`src/rtl/nmea_rmc_sentence_parser_assert.svh`:
```
// assertion macros shared by the rmc parser rtl
// expects clk and arst_n in the scope of the module that uses them
`ifndef NMEA_RMC_SENTENCE_PARSER_ASSERT_SVH
`define NMEA_RMC_SENTENCE_PARSER_ASSERT_SVH

// checked outside reset
`define NRMC_ASSERT(lbl, prop, msg) \
	lbl: assert property (@(posedge clk) disable iff (!arst_n) prop) else $error(msg);

// checked at every edge, reset included
`define NRMC_ASSERT_RST(lbl, prop, msg) \
	lbl: assert property (@(posedge clk) prop) else $error(msg);

`endif

```
`src/rtl/nrmc_pkg.sv`:
```
// types, constants and lookup functions of the rmc sentence parser
// used by every module of the block, depends on nothing
`timescale 1ns / 1ps
`default_nettype none

package nrmc_pkg;

	localparam int FRACTION_DIGITS = 4;
	localparam int FIELD_COUNT     = 12;
	localparam int FIELD_W         = 4;
	localparam int PREFIX_LEN      = 6;
	localparam int PM_W            = 3;
	localparam int FRAC_W          = $clog2(FRACTION_DIGITS + 1);
	localparam int POW_W           = $clog2(10 ** FRACTION_DIGITS + 1);
	localparam int VAL_W           = 32;
	localparam int MAC_W           = VAL_W + 3;
	localparam int PROD_W          = VAL_W + POW_W;
	localparam int NUM_SLOTS       = 7;
	localparam int CHR_SLOTS       = 4;

	typedef logic [2:0] num_slot_t;
	typedef logic [1:0] chr_slot_t;
	typedef logic [FIELD_W-1:0] field_t;

	// numeric slots, in field order
	localparam num_slot_t SLOT_TIME   = 3'd0;
	localparam num_slot_t SLOT_LAT    = 3'd1;
	localparam num_slot_t SLOT_LON    = 3'd2;
	localparam num_slot_t SLOT_SPEED  = 3'd3;
	localparam num_slot_t SLOT_COURSE = 3'd4;
	localparam num_slot_t SLOT_DATE   = 3'd5;
	localparam num_slot_t SLOT_VAR    = 3'd6;

	// first-byte slots, in field order
	localparam chr_slot_t CSLOT_STATUS = 2'd0;
	localparam chr_slot_t CSLOT_LAT    = 2'd1;
	localparam chr_slot_t CSLOT_LON    = 2'd2;
	localparam chr_slot_t CSLOT_VAR    = 2'd3;

	// field positions after the sentence id
	localparam field_t FLD_TIME   = 4'd1;
	localparam field_t FLD_STATUS = 4'd2;
	localparam field_t FLD_LAT    = 4'd3;
	localparam field_t FLD_LATDIR = 4'd4;
	localparam field_t FLD_LON    = 4'd5;
	localparam field_t FLD_LONDIR = 4'd6;
	localparam field_t FLD_SPEED  = 4'd7;
	localparam field_t FLD_COURSE = 4'd8;
	localparam field_t FLD_DATE   = 4'd9;
	localparam field_t FLD_VAR    = 4'd10;
	localparam field_t FLD_VARDIR = 4'd11;

	localparam logic [7:0] CHAR_COMMA = 8'h2c;
	localparam logic [7:0] CHAR_POINT = 8'h2e;
	localparam logic [7:0] CHAR_ZERO  = 8'h30;
	localparam logic [7:0] CHAR_NINE  = 8'h39;

	// "$GPRMC"
	localparam logic [7:0] PREFIX_TEXT [PREFIX_LEN] = '{8'h24, 8'h47, 8'h50, 8'h52, 8'h4d, 8'h43};

	localparam logic RES_PARSED       = 1'b0;
	localparam logic RES_WRONG_PREFIX = 1'b1;

	typedef struct packed {
		logic      hit;
		num_slot_t slot;
	} num_map_t;

	typedef struct packed {
		logic      hit;
		chr_slot_t slot;
	} chr_map_t;

	// one parsed beat, carrying at most one numeric close and one first-byte write
	typedef struct packed {
		logic              valid;
		logic              last;
		logic              wrong;
		logic              close_en;
		num_slot_t         num_slot;
		logic [VAL_W-1:0]  value;
		logic [FRAC_W-1:0] frac;
		logic              char_en;
		chr_slot_t         char_slot;
		logic [7:0]        char_val;
	} parse_beat_t;

	// same beat after scaling of the closed number
	typedef struct packed {
		logic              valid;
		logic              last;
		logic              wrong;
		logic              close_en;
		num_slot_t         num_slot;
		logic [PROD_W-1:0] product;
		logic              char_en;
		chr_slot_t         char_slot;
		logic [7:0]        char_val;
	} scaled_beat_t;

	// record fields, first output field in the lowest bits
	typedef struct packed {
		logic [7:0]  var_hemisphere;
		logic [20:0] mag_variation;
		logic [19:0] fix_date;
		logic [21:0] ground_course;
		logic [26:0] ground_speed;
		logic [7:0]  lon_hemisphere;
		logic [27:0] longitude;
		logic [7:0]  lat_hemisphere;
		logic [26:0] latitude;
		logic [7:0]  fix_status;
		logic [31:0] fix_time;
	} record_t;

	localparam int REC_W       = $bits(record_t);
	localparam int OUT_TDATA_W = ((REC_W + 7) / 8) * 8;

	function automatic num_map_t num_slot_of(field_t f);
		num_map_t m;
		m = '0;
		unique case (f)
			FLD_TIME:   m = '{hit: 1'b1, slot: SLOT_TIME};
			FLD_LAT:    m = '{hit: 1'b1, slot: SLOT_LAT};
			FLD_LON:    m = '{hit: 1'b1, slot: SLOT_LON};
			FLD_SPEED:  m = '{hit: 1'b1, slot: SLOT_SPEED};
			FLD_COURSE: m = '{hit: 1'b1, slot: SLOT_COURSE};
			FLD_DATE:   m = '{hit: 1'b1, slot: SLOT_DATE};
			FLD_VAR:    m = '{hit: 1'b1, slot: SLOT_VAR};
			default:    m = '0;
		endcase
		return m;
	endfunction

	function automatic chr_map_t chr_slot_of(field_t f);
		chr_map_t m;
		m = '0;
		unique case (f)
			FLD_STATUS: m = '{hit: 1'b1, slot: CSLOT_STATUS};
			FLD_LATDIR: m = '{hit: 1'b1, slot: CSLOT_LAT};
			FLD_LONDIR: m = '{hit: 1'b1, slot: CSLOT_LON};
			FLD_VARDIR: m = '{hit: 1'b1, slot: CSLOT_VAR};
			default:    m = '0;
		endcase
		return m;
	endfunction

	// saturation limit of each numeric slot
	function automatic logic [VAL_W-1:0] num_max(num_slot_t s);
		logic [VAL_W-1:0] m;
		m = '0;
		unique case (s)
			SLOT_TIME:   m = 32'd2359599999;
			SLOT_LAT:    m = 32'd90000000;
			SLOT_LON:    m = 32'd180000000;
			SLOT_SPEED:  m = 32'd99999999;
			SLOT_COURSE: m = 32'd3600000;
			SLOT_DATE:   m = 32'd999999;
			SLOT_VAR:    m = 32'd1800000;
			default:     m = '0;
		endcase
		return m;
	endfunction

	// 10^k for k up to the fraction digit count
	function automatic logic [POW_W-1:0] pow10(logic [FRAC_W-1:0] k);
		logic [POW_W-1:0] p;
		p = POW_W'(1);
		for (int i = 0; i < FRACTION_DIGITS; i++) begin
			if (i < int'(k)) begin
				p = POW_W'(p * 10);
			end
		end
		return p;
	endfunction

endpackage

`default_nettype wire

```
`src/rtl/nrmc_byte_parse.sv`:
```
// per-byte parser: prefix check, field split, digit accumulation
// depends on nrmc_pkg and the assertion macro header
`timescale 1ns / 1ps
`default_nettype none
`include "nmea_rmc_sentence_parser_assert.svh"

module nrmc_byte_parse (
	input  wire                  clk,
	input  wire                  arst_n,
	input  wire                  en,
	input  wire                  in_valid,
	input  wire [7:0]            in_byte,
	input  wire                  in_last,
	output nrmc_pkg::parse_beat_t beat_s2
);
	import nrmc_pkg::*;

	logic [PM_W-1:0]   pm_q,   pm_d;
	logic              pw_q,   pw_d;
	field_t            fld_q,  fld_d;
	logic [VAL_W-1:0]  rv_q,   rv_d;
	logic [FRAC_W-1:0] frac_q, frac_d;
	logic              ap_q,   ap_d;
	logic              ne_q,   ne_d;
	logic              fe_q,   fe_d;
	parse_beat_t       beat_d;

	num_map_t          nmap;
	chr_map_t          cmap;
	logic              active;
	logic              is_digit;
	logic [7:0]        diff;
	logic [MAC_W-1:0]  mac;
	logic [VAL_W-1:0]  lim;

	// next state and the beat handed to the scaling stage
	always_comb begin
		pm_d   = pm_q;
		pw_d   = pw_q;
		fld_d  = fld_q;
		rv_d   = rv_q;
		frac_d = frac_q;
		ap_d   = ap_q;
		ne_d   = ne_q;
		fe_d   = fe_q;
		beat_d = '0;
		beat_d.valid = 1'b1;
		beat_d.last  = in_last;

		nmap     = num_slot_of(fld_q);
		cmap     = chr_slot_of(fld_q);
		active   = fld_q < FIELD_W'(FIELD_COUNT);
		is_digit = (in_byte >= CHAR_ZERO) && (in_byte <= CHAR_NINE);
		diff     = in_byte - CHAR_ZERO;
		lim      = num_max(nmap.slot);
		mac      = ({3'b000, rv_q} << 3) + ({3'b000, rv_q} << 1) + MAC_W'(diff[3:0]);

		// prefix match
		if (!pw_q && pm_q < PM_W'(PREFIX_LEN)) begin
			if (in_byte == PREFIX_TEXT[pm_q]) begin
				pm_d = pm_q + PM_W'(1);
			end else begin
				pw_d = 1'b1;
			end
		end

		if (active) begin
			if (in_byte == CHAR_COMMA) begin
				// close the field with the value so far and open the next
				beat_d.close_en = nmap.hit;
				beat_d.num_slot = nmap.slot;
				beat_d.value    = rv_q;
				beat_d.frac     = frac_q;
				fld_d  = fld_q + FIELD_W'(1);
				rv_d   = '0;
				frac_d = '0;
				ap_d   = 1'b0;
				ne_d   = 1'b0;
				fe_d   = 1'b1;
			end else begin
				// first byte of a character field
				if (cmap.hit && fe_q) begin
					beat_d.char_en   = 1'b1;
					beat_d.char_slot = cmap.slot;
					beat_d.char_val  = in_byte;
				end
				// number accumulation
				if (nmap.hit && !ne_q) begin
					if (is_digit) begin
						if (!ap_q || frac_q < FRAC_W'(FRACTION_DIGITS)) begin
							if (ap_q) begin
								frac_d = frac_q + FRAC_W'(1);
							end
							rv_d = (mac > MAC_W'(lim)) ? lim : mac[VAL_W-1:0];
						end
					end else if (in_byte == CHAR_POINT && !ap_q && nmap.slot != SLOT_DATE) begin
						ap_d = 1'b1;
					end else begin
						ne_d = 1'b1;
					end
				end
				fe_d = 1'b0;
				// the last byte closes the open field
				if (in_last) begin
					beat_d.close_en = nmap.hit;
					beat_d.num_slot = nmap.slot;
					beat_d.value    = rv_d;
					beat_d.frac     = frac_d;
				end
			end
		end

		beat_d.wrong = pw_d || (pm_d < PM_W'(PREFIX_LEN));

		// back to reset state after the last byte
		if (in_last) begin
			pm_d   = '0;
			pw_d   = 1'b0;
			fld_d  = '0;
			rv_d   = '0;
			frac_d = '0;
			ap_d   = 1'b0;
			ne_d   = 1'b0;
			fe_d   = 1'b1;
		end

		if (!in_valid) begin
			beat_d = '0;
		end
	end

	// parser state
	always_ff @(posedge clk or negedge arst_n) begin
		if (!arst_n) begin
			pm_q   <= '0;
			pw_q   <= 1'b0;
			fld_q  <= '0;
			rv_q   <= '0;
			frac_q <= '0;
			ap_q   <= 1'b0;
			ne_q   <= 1'b0;
			fe_q   <= 1'b1;
		end else if (en && in_valid) begin
			pm_q   <= pm_d;
			pw_q   <= pw_d;
			fld_q  <= fld_d;
			rv_q   <= rv_d;
			frac_q <= frac_d;
			ap_q   <= ap_d;
			ne_q   <= ne_d;
			fe_q   <= fe_d;
		end
	end

	// stage register toward scaling
	always_ff @(posedge clk or negedge arst_n) begin
		if (!arst_n) begin
			beat_s2 <= '0;
		end else if (en) begin
			beat_s2 <= beat_d;
		end
	end

	`NRMC_ASSERT(a_field_bound, fld_q <= FIELD_W'(FIELD_COUNT), "field number past its limit")
	`NRMC_ASSERT(a_last_clears, en && in_valid && in_last |=> (fld_q == '0 && rv_q == '0 && fe_q), "parser state not cleared after last beat")

endmodule

`default_nettype wire

```
`src/rtl/nrmc_scale.sv`:
```
// scales a closed number by the missing power of ten
// depends on nrmc_pkg
`timescale 1ns / 1ps
`default_nettype none

module nrmc_scale (
	input  wire                    clk,
	input  wire                    arst_n,
	input  wire                    en,
	input  nrmc_pkg::parse_beat_t  beat_s2,
	output nrmc_pkg::scaled_beat_t beat_s3
);
	import nrmc_pkg::*;

	logic [FRAC_W-1:0] k;
	scaled_beat_t      beat_d;

	// fraction digits not given are filled with zeros; the date takes none
	always_comb begin
		k = (beat_s2.num_slot == SLOT_DATE) ? '0 : FRAC_W'(FRACTION_DIGITS) - beat_s2.frac;
		beat_d.valid     = beat_s2.valid;
		beat_d.last      = beat_s2.last;
		beat_d.wrong     = beat_s2.wrong;
		beat_d.close_en  = beat_s2.close_en;
		beat_d.num_slot  = beat_s2.num_slot;
		beat_d.product   = PROD_W'(beat_s2.value) * PROD_W'(pow10(k));
		beat_d.char_en   = beat_s2.char_en;
		beat_d.char_slot = beat_s2.char_slot;
		beat_d.char_val  = beat_s2.char_val;
	end

	always_ff @(posedge clk or negedge arst_n) begin
		if (!arst_n) begin
			beat_s3 <= '0;
		end else if (en) begin
			beat_s3 <= beat_d;
		end
	end

endmodule

`default_nettype wire

```
`src/rtl/nrmc_record.sv`:
```
// saturation, saved field store and the output record register
// depends on nrmc_pkg and the assertion macro header
`timescale 1ns / 1ps
`default_nettype none
`include "nmea_rmc_sentence_parser_assert.svh"

module nrmc_record (
	input  wire                    clk,
	input  wire                    arst_n,
	input  nrmc_pkg::scaled_beat_t beat_s3,
	input  wire                    out_ready,
	output logic                   stall,
	output logic                   out_valid,
	output logic                   out_code,
	output nrmc_pkg::record_t      out_rec
);
	import nrmc_pkg::*;

	logic [VAL_W-1:0] saved_num_q [NUM_SLOTS];
	logic [7:0]       saved_chr_q [CHR_SLOTS];
	logic [VAL_W-1:0] num_n [NUM_SLOTS];
	logic [7:0]       chr_n [CHR_SLOTS];
	logic [VAL_W-1:0] lim;
	logic [VAL_W-1:0] sat;
	logic             emit;
	logic             load;
	logic             out_valid_q;
	logic             code_q;
	record_t          rec_q;
	record_t          rec_d;

	// saturate and merge this beat's writes into the store
	always_comb begin
		lim = num_max(beat_s3.num_slot);
		sat = (beat_s3.product > PROD_W'(lim)) ? lim : beat_s3.product[VAL_W-1:0];
		for (int i = 0; i < NUM_SLOTS; i++) begin
			num_n[i] = saved_num_q[i];
		end
		for (int i = 0; i < CHR_SLOTS; i++) begin
			chr_n[i] = saved_chr_q[i];
		end
		if (beat_s3.valid && beat_s3.close_en) begin
			num_n[beat_s3.num_slot] = sat;
		end
		if (beat_s3.valid && beat_s3.char_en) begin
			chr_n[beat_s3.char_slot] = beat_s3.char_val;
		end
	end

	// record assembly
	always_comb begin
		rec_d.fix_time       = num_n[SLOT_TIME];
		rec_d.fix_status     = chr_n[CSLOT_STATUS];
		rec_d.latitude       = num_n[SLOT_LAT][26:0];
		rec_d.lat_hemisphere = chr_n[CSLOT_LAT];
		rec_d.longitude      = num_n[SLOT_LON][27:0];
		rec_d.lon_hemisphere = chr_n[CSLOT_LON];
		rec_d.ground_speed   = num_n[SLOT_SPEED][26:0];
		rec_d.ground_course  = num_n[SLOT_COURSE][21:0];
		rec_d.fix_date       = num_n[SLOT_DATE][19:0];
		rec_d.mag_variation  = num_n[SLOT_VAR][20:0];
		rec_d.var_hemisphere = chr_n[CSLOT_VAR];
		if (beat_s3.wrong) begin
			rec_d = '0;
		end
	end

	// hold the pipeline only when a record meets a full, stalled output
	assign emit  = beat_s3.valid && beat_s3.last;
	assign stall = emit && out_valid_q && !out_ready;
	assign load  = emit && !stall;

	// saved fields, cleared once the record is loaded into the output register
	always_ff @(posedge clk or negedge arst_n) begin
		if (!arst_n) begin
			for (int i = 0; i < NUM_SLOTS; i++) begin
				saved_num_q[i] <= '0;
			end
			for (int i = 0; i < CHR_SLOTS; i++) begin
				saved_chr_q[i] <= '0;
			end
		end else if (!stall && beat_s3.valid) begin
			for (int i = 0; i < NUM_SLOTS; i++) begin
				saved_num_q[i] <= emit ? '0 : num_n[i];
			end
			for (int i = 0; i < CHR_SLOTS; i++) begin
				saved_chr_q[i] <= emit ? '0 : chr_n[i];
			end
		end
	end

	// output register
	always_ff @(posedge clk or negedge arst_n) begin
		if (!arst_n) begin
			out_valid_q <= 1'b0;
		end else if (load) begin
			out_valid_q <= 1'b1;
		end else if (out_ready) begin
			out_valid_q <= 1'b0;
		end
	end

	always_ff @(posedge clk) begin
		if (load) begin
			rec_q  <= rec_d;
			code_q <= beat_s3.wrong ? RES_WRONG_PREFIX : RES_PARSED;
		end
	end

	assign out_valid = out_valid_q;
	assign out_code  = code_q;
	assign out_rec   = rec_q;

	`NRMC_ASSERT(a_wrong_zero, out_valid_q && code_q == RES_WRONG_PREFIX |-> (rec_q == '0), "wrong prefix record carries data")
	`NRMC_ASSERT(a_stall_src, stall |-> (beat_s3.last && out_valid_q && !out_ready), "stall without a blocked record")
	`NRMC_ASSERT(a_clear_after, load |=> (saved_num_q[SLOT_TIME] == '0 && saved_chr_q[CSLOT_STATUS] == '0), "saved fields kept after record")
	`NRMC_ASSERT_RST(a_rst_idle, !arst_n |-> !out_valid_q, "record valid during reset")

endmodule

`default_nettype wire

```
`src/rtl/nmea_rmc_sentence_parser.sv`:
```
// GPRMC sentence parser, top level: input register and stream ports
// depends on nrmc_pkg, nrmc_byte_parse, nrmc_scale and nrmc_record
//
// Input stream s_*: one sentence byte per beat in s_tdata, s_tlast on the
// final byte of a sentence. Output stream m_*: one record per sentence,
// sent after its final byte; m_tuser carries the result code (1 when the
// sentence does not open with $GPRMC, and then all of m_tdata is zero).
// Throughput: one byte per cycle while s_tready is high. The path is
// an input register, the parse stage (prefix, field split, multiply-by-ten
// accumulation), the scale stage (one multiply by a power of ten) and the
// saturation and record register, which loads the record and raises
// m_tvalid when the final byte of its sentence has gone through them.
// Stalls: bytes keep flowing while a record waits in the output register;
// s_tready drops only when a second record reaches the output stage while
// the first is still held by m_tready low.
// Reset: arst_n clears the parser, the saved fields and both valids; the
// block takes bytes in the first cycle after reset.
`timescale 1ns / 1ps
`default_nettype none

module nmea_rmc_sentence_parser (
	input  wire                                 clk,
	input  wire                                 arst_n,
	input  wire                                 s_tvalid,
	output logic                                s_tready,
	input  wire  [7:0]                          s_tdata,   // [7:0] char_byte
	input  wire                                 s_tlast,   // last_byte
	output logic                                m_tvalid,
	input  wire                                 m_tready,
	output logic [nrmc_pkg::OUT_TDATA_W-1:0]    m_tdata,   // fix_time, fix_status,
	                                                       // latitude, lat_hemisphere,
	                                                       // longitude, lon_hemisphere,
	                                                       // ground_speed, ground_course,
	                                                       // fix_date, mag_variation,
	                                                       // var_hemisphere, zero pad
	output logic [0:0]                          m_tuser    // [0] result_code
);
	import nrmc_pkg::*;

	logic         valid_s1;
	logic [7:0]   byte_s1;
	logic         last_s1;
	logic         stall;
	parse_beat_t  beat_s2;
	scaled_beat_t beat_s3;
	logic         rec_code;
	record_t      rec;

	assign s_tready = !stall;

	// input register
	always_ff @(posedge clk or negedge arst_n) begin
		if (!arst_n) begin
			valid_s1 <= 1'b0;
		end else if (!stall) begin
			valid_s1 <= s_tvalid;
		end
	end

	always_ff @(posedge clk) begin
		if (!stall) begin
			byte_s1 <= s_tdata;
			last_s1 <= s_tlast;
		end
	end

	nrmc_byte_parse u_parse (
		.clk      (clk),
		.arst_n   (arst_n),
		.en       (!stall),
		.in_valid (valid_s1),
		.in_byte  (byte_s1),
		.in_last  (last_s1),
		.beat_s2  (beat_s2)
	);

	nrmc_scale u_scale (
		.clk     (clk),
		.arst_n  (arst_n),
		.en      (!stall),
		.beat_s2 (beat_s2),
		.beat_s3 (beat_s3)
	);

	nrmc_record u_record (
		.clk       (clk),
		.arst_n    (arst_n),
		.beat_s3   (beat_s3),
		.out_ready (m_tready),
		.stall     (stall),
		.out_valid (m_tvalid),
		.out_code  (rec_code),
		.out_rec   (rec)
	);

	// pack the record, first field in the lowest bits
	assign m_tdata    = OUT_TDATA_W'(rec);
	assign m_tuser[0] = rec_code;

endmodule

`default_nettype wire
```
`config.mk`:
```
export PLATFORM = sky130hd
export DESIGN_NAME = nmea_rmc_sentence_parser
export DESIGN_NICKNAME = d
export VERILOG_FILES = /design/src/rtl/nrmc_pkg.sv /design/src/rtl/nrmc_byte_parse.sv /design/src/rtl/nrmc_scale.sv /design/src/rtl/nrmc_record.sv /design/src/rtl/nmea_rmc_sentence_parser.sv
export VERILOG_INCLUDE_DIRS = /design/src /design/src/rtl
export SDC_FILE = /design/constraint.sdc
export NUM_CORES = 2
export LEC_CHECK = 0
export ABC_AREA = 0
export ABC_CLOCK_PERIOD_IN_PS = 29100
export BUFFER_PORTS_ARGS = -buffer_cell sky130_fd_sc_hd__buf_4
export CORE_MARGIN = 8
export CORE_UTILIZATION = 35
export DETAILED_ROUTE_END_ITERATION = 10
export PLACE_DENSITY = 0.5
export SLEW_MARGIN = 10
export SYNTH_ARGS = -nofsm -noshare
export SYNTH_HDL_FRONTEND = slang
export SYNTH_SLANG_ARGS = --single-unit
```
`constraint.sdc`:
```
create_clock -name clk -period 29.1 [get_ports clk]
set_clock_uncertainty 0.05 [all_clocks]
set_input_delay 5.82 -clock clk [delete_from_list [all_inputs] [get_ports clk]]
set_output_delay 5.82 -clock clk [all_outputs]
set_load 0.005 [all_outputs]
```
# Yosys cells after proc, flatten, opt, wreduce, memory -nomap -nowiden
# Memory sizes are Yosys's and may differ from the RTL's.
# Index checks and enable logic that the tools add are counted.
# word_totals
regBits,640
mem_bits_ro,64
inputBits,13
output_inout_bits,219
wordCells,236
mem_count,1
# classes
n_addsub,7
mul,4
n_lt_le_gt_ge,17
n_eq_ne,30
muxes,78
bitwise,3
reduce_logical,36
# mem_list
name,depth,word_bits,read_ports,rd_ports_with_merged_regs,wr,line,rtl
(no name shown),8,8,1,0,0,nrmc_byte_parse.sv:60,if (in_byte == PREFIX_TEXT[pm_q]) begin
# ops
op,n
32-bit two-way mux,17
32-bit case mux with 7 select lines,2
224-bit bitwise mux,1
224-bit two-way mux,1
32-bit demux with 3-bit select,1
39-bit two-way mux,2
8-bit two-way mux,7
53-bit two-way mux,1
50-bit two-way mux,1
46-bit by 32-bit > comparator with 1-bit output,1
32-bit by 14-bit multiplier with 46-bit output,1
14-bit two-way mux,3
35-bit by 33-bit adder with 35-bit output,1
35-bit by 4-bit adder with 35-bit output,1
35-bit by 32-bit > comparator with 1-bit output,1
3-bit two-way mux,11
32-bit bitwise mux,1
"14-bit by 3-bit multiplier with 13-bit output, second input constant",2
4-bit case mux with 7 select lines,1
11-bit two-way mux,2
"3-bit equality test, second input constant",7
1-bit two-way mux,21
8-bit demux with 2-bit select,1
"4-bit by 3-bit equality test with 1-bit output, second input constant",4
37 further kinds,84

# Logic depth before layout (Yosys ltp)
# depth
depth_word,13
depth_mapped,38
depth_no_buf,35

# Modules after synthesis
# Synthesis repeated with hierarchy kept, for this count alone.
# hier_totals
cells_unflattened,4381
hier_area_um2,43187.7
# modules_own_cells
mod,instances,cells_per_inst,area_each_um2
nrmc_record,1,1677,18233.7
nrmc_scale,1,1828,16766.1
nrmc_byte_parse,1,856,7817.5
nmea_rmc_sentence_parser,1,20,370.4

# Least setup slack after synthesis
# Ideal clock, no wire load.
# synth_timing
path_kind,input to register
startpoint,input port m_tready
endpoint,"register u_record.code_q (netlist: u_record.out_code), enable pin"
t_arrival_ps,14516
required_time_ps,28266
setup_slack_ps,13750
path_stages,2
n_path_buf,0
cell_sequence,nor2b_1 nor2_1
# synth_between
elab_chain_cells,4
# synth_rtl
element,line,rtl
from (decl),nmea_rmc_sentence_parser.sv:29,"input wire m_tready,"
1-bit zero test,nrmc_record.sv:70,assign stall = emit && out_valid_q && !out_ready;
1-bit logical AND,nrmc_record.sv:70,
1-bit zero test,nrmc_record.sv:71,assign load = emit && !stall;
1-bit logical AND,nrmc_record.sv:71,
named net u_record.load,nrmc_record.sv:26,logic load;
to (signal assigned),nrmc_record.sv:106,code_q <= beat_s3.wrong ? RES_WRONG_PREFIX : RES_PARSED;
to (decl),nrmc_record.sv:28,logic code_q;
# The timed path passes the listed nets, and every way through them passes these cells.
# A chain may end at the register's enable or synchronous reset.

# Worst setup path after layout
# layout_timing
startpoint,input port m_tready
endpoint,output port s_tready
# layout_between
elab_chain_cells,3
# layout_rtl
element,line,rtl
1-bit zero test,nrmc_record.sv:70,
1-bit logical AND,nrmc_record.sv:70,
1-bit zero test,nmea_rmc_sentence_parser.sv:49,assign s_tready = !stall;
to (decl),nmea_rmc_sentence_parser.sv:25,"output logic s_tready,"
# No other way between the ends.

==> impl_metrics.yaml <==
grt:
  grt_overflow_total: 0
  grt_usage_pct: 19.6
  first_global_vias: 32900
  grt_antenna_before_repair: 1
  grt_start_max_net_pins: 97
  grt_first_pass_wirelength_um: 203000
clock_network:
  cts_root_buffer: "sky130_fd_sc_hd__clkbuf_16"
  tritoncts_num_sinks: 593
  setup_buffers_after_cts: 0
  clkLatencyLatePin_ns: 0.62
  clock_tree.htree_level_count: 3
  ctsHoldBuffers: 0
  cts_inserted_buffers: 67
  clock_tree_from_tritoncts: "done"
  max-clock-path-buffers: 3
  ctsResizeCount: 0
  clkTransAtPathRegs_ns: 0.06
sta:
  drv_slew: 0
  maxSlewHeadroom_pct: 24.2
  finalHoldViolations: 0
  fin_setup_tns_ns: 0
  period_minus_slack_ns: 13.24
  worstMarginPinSlew_ns: 1.13
  timing.fmax_mhz: 75.5
  setup_violations: 0
  post_route_clock_period_utilization_pct: 45.5
  final.setup.worst_slack_ns: 15.86
  rsz0062_at_grt: "no"
pwr:
  pwr-share-clk_pct: 47.0
  seq_power_share_pct: 47.7
  combPwrFrac_pct: 5.4
  p_int_mw: 1.45
  cellLeakagePower_nw: 22.1
  total_power_mw: 1.90
  ir_worst_vdd_mv: 0.0347
  power-per-cell-area_nw_per_um2: 39.6
  share_of_total_power_consumed_by_net_switching_pct: 24.0
  p_sw_mw: 0.458
layout:
  nets: 5110
  syn2layout_area_growth_pct: 13.3
  final.fill_count: 12100
  final-instance-count-excl-fill: 6156
  layout-drive-gt1-share_pct: 9.84
worst_hold_path:
  hold_depth: 1
  min_delay_endpoint: "u_scale.beat_s3[62]"
  hold_path.startpoint: "u_parse.beat_s2[51]"
  hp-class: "reg2reg"
worst_setup_path:
  setup.reg_to_reg.worst_slack_ns: 18.36
  max_stage_delay_on_crit_path_ns: 0.45
  critical_path.reg2reg.endpoint: "u_scale.beat_s3[50]"
  critical_path.reg2reg.startpoint: "u_parse.beat_s2[11]"
  timing.critical_path.mode_cell: "sky130_fd_sc_hd__buf_4"
  cp_cell_sequence: "buf_4 -> nand2b_1 -> nor2_4 -> buf_4 -> clkinv_2 -> buf_4 -> buf_4"
  worstPathMaxFanout: 55
  worst_path_max_delay_cell: "sky130_fd_sc_hd__buf_4"
  worstSetupEndpointType: "output pin"
  classification_of_the_worst_setup_path: "in2out"
  reg2reg_depth: 34
  cp.arrival_ns: 7.37
  setup.worst_path.start_class: "primary input"
  crit_required_ns: 23.23
routing:
  antenna_violating_nets_post_route: 0
  route.detailed.vias_per_inst: 5.20
  via_count: 32000
  finalWirelength_um: 132000
  drt-initial-drc-count: 2132
  tritonroute_pass_1_iters: 5
  drc: 0
  detail_route.wl_per_cell_um: 21.5
logic_synthesis:
  ys_warn_count: 0
  yosys.area.top_type_share_pct: 22.0
  post_synthesis_instance_area_um2: 42400
  synth_area_leader_cell: "sky130_fd_sc_hd__dfrtp_1"
  synth_async_sr_flop_share_pct: 63.1
  synth.mux.area_fraction_pct: 1.65
  synth_seq_area_share_pct: 37.6
  compound_cell_area_share_of_the_yosys_netlist_pct: 13.8
  synth.distinct_cells: 80
  area_fraction_in_and_or_nand_and_nor_cells_after_synthesis_pct: 14.3
  post_synth_fa_ha_maj_area_fraction_pct: 24.3
  main_combinational_cell_family_by_area_after_synthesis: "adder cells"
  dominantRegCellSynth: "sky130_fd_sc_hd__dfrtp_1"
  netlist_instances: 4391
  synth_xor_area_share_pct: 1.61
  synth_enable_flop_cells: 219
  cell_types_occupying_the_most_area_after_synthesis: "sky130_fd_sc_hd__dfrtp_1 (22%), sky130_fd_sc_hd__fa_1 (17%), sky130_fd_sc_hd__edfxtp_1 (16%)"
  flip_flop_and_latch_count_after_synthesis: 593
  synth.avg_cell_area_um2: 9.66
  cell_with_the_most_instances_after_synthesis: "sky130_fd_sc_hd__nand2_1"
  synthTopCellsByCount: "sky130_fd_sc_hd__nand2_1 (688), sky130_fd_sc_hd__inv_1 (483), sky130_fd_sc_hd__dfrtp_1 (373), sky130_fd_sc_hd__fa_1 (358), sky130_fd_sc_hd__nor2_1 (314)"
floorplan:
  horizontal_die_dimension_um: 364
  die_area_um2: 133000
  design.portCount: 232
  core_region_area_um2: 120000
  core.rowCount: 127
  initial_core_utilization_pct: 35.3
  fp.dieH_um: 364
place:
  placement.setup.worst_slack_ns: 15.85
  dpl.cell_count: 6032
  port_buffers: 224
  hpwl_um: 97500
  finalWeightedCongestion: 0.869
job:
  max_cap_violations: 0
outcome:
  status: "complete, no violations"
==> layer usage <==
| metal | vias up | GRT usage, % | share of wire (%) |
|---|---|---|---|
| met5 | - | 0 | 0 |
| met4 | 0 | 5.73 | 2.9 |
| met3 | 192 | 2.81 | 5.6 |
| met2 | 922 | 32.1 | 46 |
| met1 | 16000 | 27.1 | 45 |
| li1 | 14900 | - | - |
==> state kept, by name, indices dropped and copies added, names as in the netlist <==
signal	flops
last_s1	1
u_parse.pm_q	3
u_parse.frac_q	3
u_parse.fld_q	4
u_parse.fe_q	1
u_record.saved_chr_q	32
u_scale.beat_s3	64
u_record.out_rec	209
u_parse.ap_q	1
valid_s1	1
u_record.out_valid	1
u_parse.ne_q	1
u_record.saved_num_q	177
byte_s1	8
u_parse.rv_q	32
u_parse.beat_s2	53
u_parse.pw_q	1
u_record.out_code	1
==> worst max-delay path, delay by kind of cell <==
family                 cells  cell delay [ns]
buffers and inverters      5             1.15
AND/OR/NAND/NOR            2             0.35
==> cells in the final DEF, fill, tap and decap left out, drive strengths merged, types with 9 or more instances in the layout <==
cell type    n
xor2        37
nor3        46
xnor2       41
nor2       314
mux2i       60
a31oi       12
a22o        96
edfxtp     219
and3        61
nor2b       16
a32oi       13
a211oi      85
clkinv      20
nand4       24
o21a        19
buf        280
o21bai      13
o31ai       22
o21ai      274
o211ai       9
a21o        49
a21oi      232
clkbuf      89
inv        488
and2       114
nand2b      33
conb        10
nor4        13
dfrtp      373
a32o        31
mux2         9
fa         358
or3         10
ha         250
nand2      688
nand3       43
==> worst max-delay path by stage <==
stage | cells after the start | startpoint | endpoint
floorplan | 2 | m_tready | u_record.out_code
global placement | 7 | m_tready | s_tready
detailed placement | 7 | m_tready | s_tready
CTS | 7 | m_tready | s_tready
global route | 7 | m_tready | s_tready
finish | 7 | m_tready | s_tready
==> power groups by stage <==
stage	sequential, mW	clock [mW]	combinational [mW]
6_report	0.908	0.895	0.102
5_1_grt	0.911	0.946	0.114
4_1_cts	0.909	0.916	0.104
3_5_place_dp	0.925	0	0.104
3_3_place_gp	0.924	0	0.103
2_1_floorplan	0.923	0	0.0496
==> kinds of logic after synthesis <==
family                     Yosys count
muxes                               69
buffers and inverters              743
and+or+nand+nor                   1383
xor gates and xnor gates            78
other                                2
AOI/OAI and AO/OA                  915
DFF                                593
adders and majority gates          608
==> layout make-up <==
cell class	instances	area [um^2]	share of cell area, %
Antenna cell	1	2.50	0.00521
Clock buffer	89	1880	3.91
Clock inverter	34	438	0.911
Inverter	484	1820	3.78
Multi-Input combinational cell	3063	23800	49.6
Sequential cell	593	15900	33.2
Tap cell	1612	2020	4.20
Timing Repair Buffer	280	2110	4.39
==> per-stage QoR <==
| stage | cell area (um^2) | hold slack, ns | util (%) |
|---|---|---|---|
| after floorplan | 42500 | 0.373 | - |
| after global placement | 45700 | 0.399 | 38.1 |
| after detailed placement | 45700 | 0.403 | 38.1 |
| after CTS | 48000 | 0.417 | 40.0 |
| after global routing | 48000 | 0.430 | 40.0 |
| final | 48100 | 0.400 | 40.0 |
Note: power is estimated with default switching activity, not from simulation.
